$ cat config.mk
export PLATFORM = sky130hd
export DESIGN_NAME = msws_fifo_flat
export DESIGN_NICKNAME = d
export VERILOG_FILES = /design/src/msws_pkg.sv /design/src/msws_if.sv /design/src/msws_fifo.sv /design/src/flat_wrapper.sv
export SDC_FILE = /design/constraint.sdc
export NUM_CORES = 1
export LEC_CHECK = 0
export ABC_AREA = 1
export BUFFER_PORTS_ARGS = -buffer_cell sky130_fd_sc_hd__clkbuf_2
export CAP_MARGIN = 5
export CELL_PAD_IN_SITES_DETAIL_PLACEMENT = 0
export CELL_PAD_IN_SITES_GLOBAL_PLACEMENT = 2
export CORE_MARGIN = 5
export CORE_UTILIZATION = 44
export CTS_CLUSTER_SIZE = 14
export DETAILED_ROUTE_END_ITERATION = 12
export PLACE_DENSITY = 0.88
export SLEW_MARGIN = 20
export SYNTH_ARGS = -nofsm -noshare
export SYNTH_HDL_FRONTEND = slang
export SYNTH_SLANG_ARGS = --single-unit
$ cat constraint.sdc
create_clock -name i_clk -period 3.1 [get_ports i_clk]
set_input_delay 0.155 -clock i_clk [delete_from_list [all_inputs] [get_ports i_clk]]
set_output_delay 0.155 -clock i_clk [all_outputs]
set_load 0.1 [all_outputs]
$ cat src/msws_pkg.sv
// Shared constants, types and pipeline records of the max square window sum unit.
package msws_pkg;

    // Largest matrix side that the prefix store holds.
    localparam int MAX_SIDE   = 64;
    localparam int SIDE_W     = $clog2(MAX_SIDE);
    localparam int ADDR_W     = 2 * SIDE_W;
    localparam int PMEM_DEPTH = 1 << ADDR_W;

    // Configuration registers.
    localparam int CFG_W     = 7;
    localparam int CFG_IDX_W = 2;
    localparam logic [CFG_IDX_W-1:0] CFG_MATRIX_SIZE = CFG_IDX_W'(0);
    localparam logic [CFG_IDX_W-1:0] CFG_WINDOW_SIZE = CFG_IDX_W'(1);
    localparam logic [CFG_W-1:0]     MATRIX_SIZE_RST = CFG_W'(8);
    localparam logic [CFG_W-1:0]     WINDOW_SIZE_RST = CFG_W'(3);

    // Width used to compare positions against the configured sizes.
    localparam int CMP_W = (CFG_W > SIDE_W + 1) ? CFG_W : SIDE_W + 1;

    localparam int CELL_W = 16;
    localparam int SUM_W  = 28;

    typedef logic signed [CELL_W-1:0] t_cell;
    typedef logic signed [SUM_W-1:0]  t_sum;

    localparam t_sum SUM_MIN = {1'b1, {(SUM_W-1){1'b0}}};

    // Result queue.
    localparam int RES_DEPTH = 8;
    localparam int RES_PTR_W = $clog2(RES_DEPTH);
    localparam int RES_CNT_W = $clog2(RES_DEPTH + 1);

    typedef struct packed {
        t_sum best_sum;
        logic window_found;
    } t_result;

    typedef struct packed {
        logic    valid;
        t_result res;
    } t_push;

    // Stage 1: prefix sum of the cell.
    typedef struct packed {
        logic              valid;
        t_cell             cell_val;
        logic [SIDE_W-1:0] row;
        logic [SIDE_W-1:0] col;
        logic [SIDE_W-1:0] kcol;
        logic              first_row;
        logic              first_col;
        logic              k_zero;
        logic              kcol_zero;
        logic              win;
        logic              last;
        logic              fwd_up;
        logic              fwd_k;
    } t_s1;

    // Stage 2: vertical strip sum.
    typedef struct packed {
        logic              valid;
        t_sum              p;
        t_sum              upk;
        logic [SIDE_W-1:0] col;
        logic [SIDE_W-1:0] kcol;
        logic              kcol_zero;
        logic              win;
        logic              last;
    } t_s2;

    // Stage 3: window sum.
    typedef struct packed {
        logic valid;
        t_sum v;
        logic kcol_zero;
        logic win;
        logic last;
    } t_s3;

    // Stage 4: running maximum.
    typedef struct packed {
        logic valid;
        t_sum w;
        logic win;
        logic last;
    } t_s4;

endpackage

$ cat src/msws_if.sv


interface msws_out_if;
    import msws_pkg::*;

    logic valid;
    logic ready;
    t_sum best_sum;
    logic window_found;

    modport source (output valid, output best_sum, output window_found, input ready);
    modport sink (input valid, input best_sum, input window_found, output ready);
endinterface

$ cat src/msws_fifo.sv
// Result queue between the window pipeline and the output channel.
module msws_fifo (
    input  logic            i_clk,
    input  logic            i_rst_n,
    input  msws_pkg::t_push i_push,
    msws_out_if.source      o_result
);
    import msws_pkg::*;

    t_result              r_mem [RES_DEPTH];
    logic [RES_PTR_W-1:0] r_wr_ptr;
    logic [RES_PTR_W-1:0] r_rd_ptr;
    logic [RES_CNT_W-1:0] r_count;
    logic                 w_pop;

    assign o_result.valid        = (r_count != '0);
    assign o_result.best_sum     = r_mem[r_rd_ptr].best_sum;
    assign o_result.window_found = r_mem[r_rd_ptr].window_found;
    assign w_pop                 = o_result.valid && o_result.ready;

    always_ff @(posedge i_clk) begin
        if (i_push.valid) begin
            r_mem[r_wr_ptr] <= i_push.res;
        end
    end

    always_ff @(posedge i_clk) begin
        if (!i_rst_n) begin
            r_wr_ptr <= '0;
            r_rd_ptr <= '0;
            r_count  <= '0;
        end else begin
            if (i_push.valid) begin
                r_wr_ptr <= (r_wr_ptr == RES_PTR_W'(RES_DEPTH - 1)) ? '0 : r_wr_ptr + 1'b1;
            end
            if (w_pop) begin
                r_rd_ptr <= (r_rd_ptr == RES_PTR_W'(RES_DEPTH - 1)) ? '0 : r_rd_ptr + 1'b1;
            end
            if (i_push.valid && !w_pop) begin
                r_count <= r_count + 1'b1;
            end else if (!i_push.valid && w_pop) begin
                r_count <= r_count - 1'b1;
            end
        end
    end

endmodule

$ cat src/flat_wrapper.sv
// flat-port wrapper written by rule: the top's interface ports become plain ports
module msws_fifo_flat import msws_pkg::*;
  (i_clk, i_rst_n, i_push, o_result_valid, o_result_best_sum, o_result_window_found, o_result_ready);
  msws_out_if o_result_i ();
  input  logic i_clk;
  input  logic i_rst_n;
  input  msws_pkg::t_push i_push;
  output wire logic [$bits(o_result_i.valid)-1:0] o_result_valid;
  output wire logic [$bits(o_result_i.best_sum)-1:0] o_result_best_sum;
  output wire logic [$bits(o_result_i.window_found)-1:0] o_result_window_found;
  input wire logic [$bits(o_result_i.ready)-1:0] o_result_ready;
  assign o_result_valid = o_result_i.valid;
  assign o_result_best_sum = o_result_i.best_sum;
  assign o_result_window_found = o_result_i.window_found;
  assign o_result_i.ready = o_result_ready;
  msws_fifo u_core (.i_clk(i_clk), .i_rst_n(i_rst_n), .i_push(i_push), .o_result(o_result_i));
endmodule
==> results.py <==
metrics = {
    "status": {
        "status": "completed",
    },
    "power": {
        "switchingPower_w": 0.00378,
        "peakVddDrop_uv": 710,
        "combPwrFrac_pct": 36.6,
        "leakage_nw": 4.51,
        "swShare_pct": 36.9,
        "p_per_area_mw_per_mm2": 851,
        "intPower_w": 0.00647,
        "sequentialPowerShare_pct": 37.1,
        "clkPwrFrac_pct": 26.3,
        "p_total_w": 0.0102,
    },
    "clock_network": {
        "cts_sinks": 245,
        "cts_max_level": 1,
        "cts_buffers": 25,
        "hold_buffers": 33,
        "cts_setup_buffers": 0,
        "cts_max_path_buffers": 3,
        "cts-root-buf": "clkbuf_16",
        "clk_latency_ns": 0.50,
        "cts.clk_slew.worst_paths_ns": 0.06,
        "post_cts_resized": 0,
        "cts_tree": "built",
    },
    "drt": {
        "ant_nets": 0,
        "drtIter0Drc": 366,
        "drt-wirelength-per-cell_um": 16.5,
        "drc_errors": 0,
        "vias": 6130,
        "firstDrtPassIters": 5,
        "totalWireLength_um": 20800,
        "vias_per_cell": 4.87,
    },
    "sta": {
        "max_slew_margin_pct": 45.3,
        "setup_viol": 0,
        "rsz0062_at_grt": "no",
        "fin_crit_sh_pct": 78.1,
        "skew_ns": 0.00719,
        "finalHoldViolations": 0,
        "worstMarginPinSlew_ns": 0.821,
        "slew_violations": 0,
        "finalCriticalPeriod_ns": 2.42,
        "fmax_ghz": 0.413,
        "finalSetupTns_ns": 0,
        "holdWs_ns": 0.466,
    },
    "layout": {
        "nets": 999,
        "syn_to_final_growth_pct": 21.1,
        "layout-drive-gt1-share_pct": 12.8,
        "most-common-layout-cells": "nor2_1 (238), edfxtp_1 (232), nand2_1 (166)",
        "mostFrequentLayoutCell": "nor2_1",
        "diodes": 0,
        "fin_area_mm2": 0.0120,
    },
    "floorplan": {
        "rows": 55,
        "die_y_um": 160,
        "die-area_mm2": 0.0257,
        "ioPinCount": 63,
        "core_area_mm2": 0.0224,
        "initial_utilization_pct": 44.3,
        "die_w_um": 160,
    },
    "global_routing": {
        "grt_max_degree": 117,
        "gr-usage-all-layers_pct": 16.0,
        "grt_antenna_before_repair": 0,
        "grt_pass1_wl_um": 32600,
        "grt_pass1_vias": 5909,
        "grt_remaining_overflow": 0,
    },
    "yosys": {
        "synthesis.nets": 905,
        "postSynthAreaPerCell_um2": 11.5,
        "syn_area_mm2": 0.00995,
        "synth_seq_cells": 245,
        "ys_seq_area_share_pct": 72.7,
        "ys_warn_count": 0,
        "yosysUniqueCellTypes": 20,
        "netlist_instances": 864,
    },
    "setup_path": {
        "crit_top_cell": "nand2_1",
        "reg2reg_from": "u_core.r_count[0]",
        "worstSetupEndpointType": "output pin",
        "cpPeakStageDelay_ns": 0.38,
        "arrival_ns": 2.27,
        "slowest_stage": "inv_4",
        "cp_cell_sequence": "inv_4, buf_4, o21ai_0, nand2_1, nand2_1, nand2_1, buf_12",
        "crit_type": "register to output pin",
        "crit_path_start_kind": "register",
        "critPathMaxFanout": 52,
        "cp.required_ns": 2.94,
    },
    "placed_design": {
        "port_buffers": 62,
        "dpl_cell_area_mm2": 0.0110,
        "place.gp.congestion": 0.758,
        "dp_hpwl_um": 10900,
    },
    "worst_hold_path": {
        "hold_class": "input pin to register",
        "min_from": "i_push[4]",
    },
    "run": {
        "drv_cap": 0,
    },
}
==> layer usage <==
metal / GRT usage (%) / vias to the layer above / routed length (um)
met5: 0 / - / 0
met4: 2.89 / 0 / 217
met3: 2.46 / 19 / 982
met2: 26.9 / 104 / 10300
met1: 22.4 / 2884 / 9270
li1: - / 3123 / -
==> synth_stat cells, drive strengths merged <==
cell | instances | area share, %
xor2 | 1 | 0.088
or2 | 1 | 0.063
inv | 17 | 0.67
clkbuf | 13 | 0.52
buf | 31 | 2.5
nand2 | 166 | 6.3
fa | 1 | 0.20
nor2 | 246 | 9.3
dfxtp | 13 | 2.6
ha | 7 | 0.88
edfxtp | 232 | 70
a21oi | 9 | 0.45
nand3 | 7 | 0.35
o21ai | 120 | 6.0
==> registers in the layout, indices dropped and copies added (netlist names), named ones only <==
signal and flops:
u_core.r_wr_ptr 3, u_core.r_count 4, u_core.r_mem 232, u_core.r_rd_ptr 3
==> stage by stage <==
step	utilization, %	std cells	setup slack (ns)
2_1_floorplan	-	864	0.270
3_3_place_gp	48.9	1183	1.12
3_5_place_dp	48.9	1183	1.05
4_1_cts	53.7	1259	0.622
5_1_grt	53.7	1259	0.513
6_report	53.7	1259	0.677
==> cell families after synthesis <==
| logic type | synth area share, % |
|---|---|
| adders and majority gates | 1.08 |
| xor gates and xnor gates | 0.0881 |
| buffers and inverters | 3.71 |
| DFF | 72.7 |
| and+or+nand+nor | 16.0 |
| AOI/OAI and AO/OA | 6.49 |
==> worst paths after layout <==
path         cells after the start  slack [ns]              endpoint
min reg2reg                      2        0.49              register
max reg2reg                     11        1.06     u_core.r_count[3]
min                              2        0.47    u_core.r_mem[1][4]
max                              7        0.68  o_result_best_sum[1]
==> worst max-delay path, delay by kind of cell (launching register included) <==
| family | cells | cell delay, ns |
|---|---|---|
| and+or+nand+nor | 3 | 0.28 |
| DFF | 1 | 0.36 |
| buffers and inverters | 3 | 0.95 |
| AOI/OAI and AO/OA | 1 | 0.14 |
==> power by group through the flow <==
stage                     logic [W]  registers [W]  clock network, W
after floorplan             0.00261        0.00386                 0
after global placement      0.00374        0.00387                 0
after detailed placement    0.00375        0.00387                 0
after CTS                   0.00379        0.00380           0.00276
after global routing        0.00402        0.00381           0.00291
final                       0.00375        0.00380           0.00270
==> final cells by class <==
type                       count  area [um^2]
sequential                   245         7230
inverter                      17         66.3
clock buffer                  30          644
clock inverter                13         85.1
multi-input combinational    558         2410
timing repair buffer         111         1250
fill                        1941        10400
tap                          285          357
No activity file was read; power rests on OpenSTA's default activity.
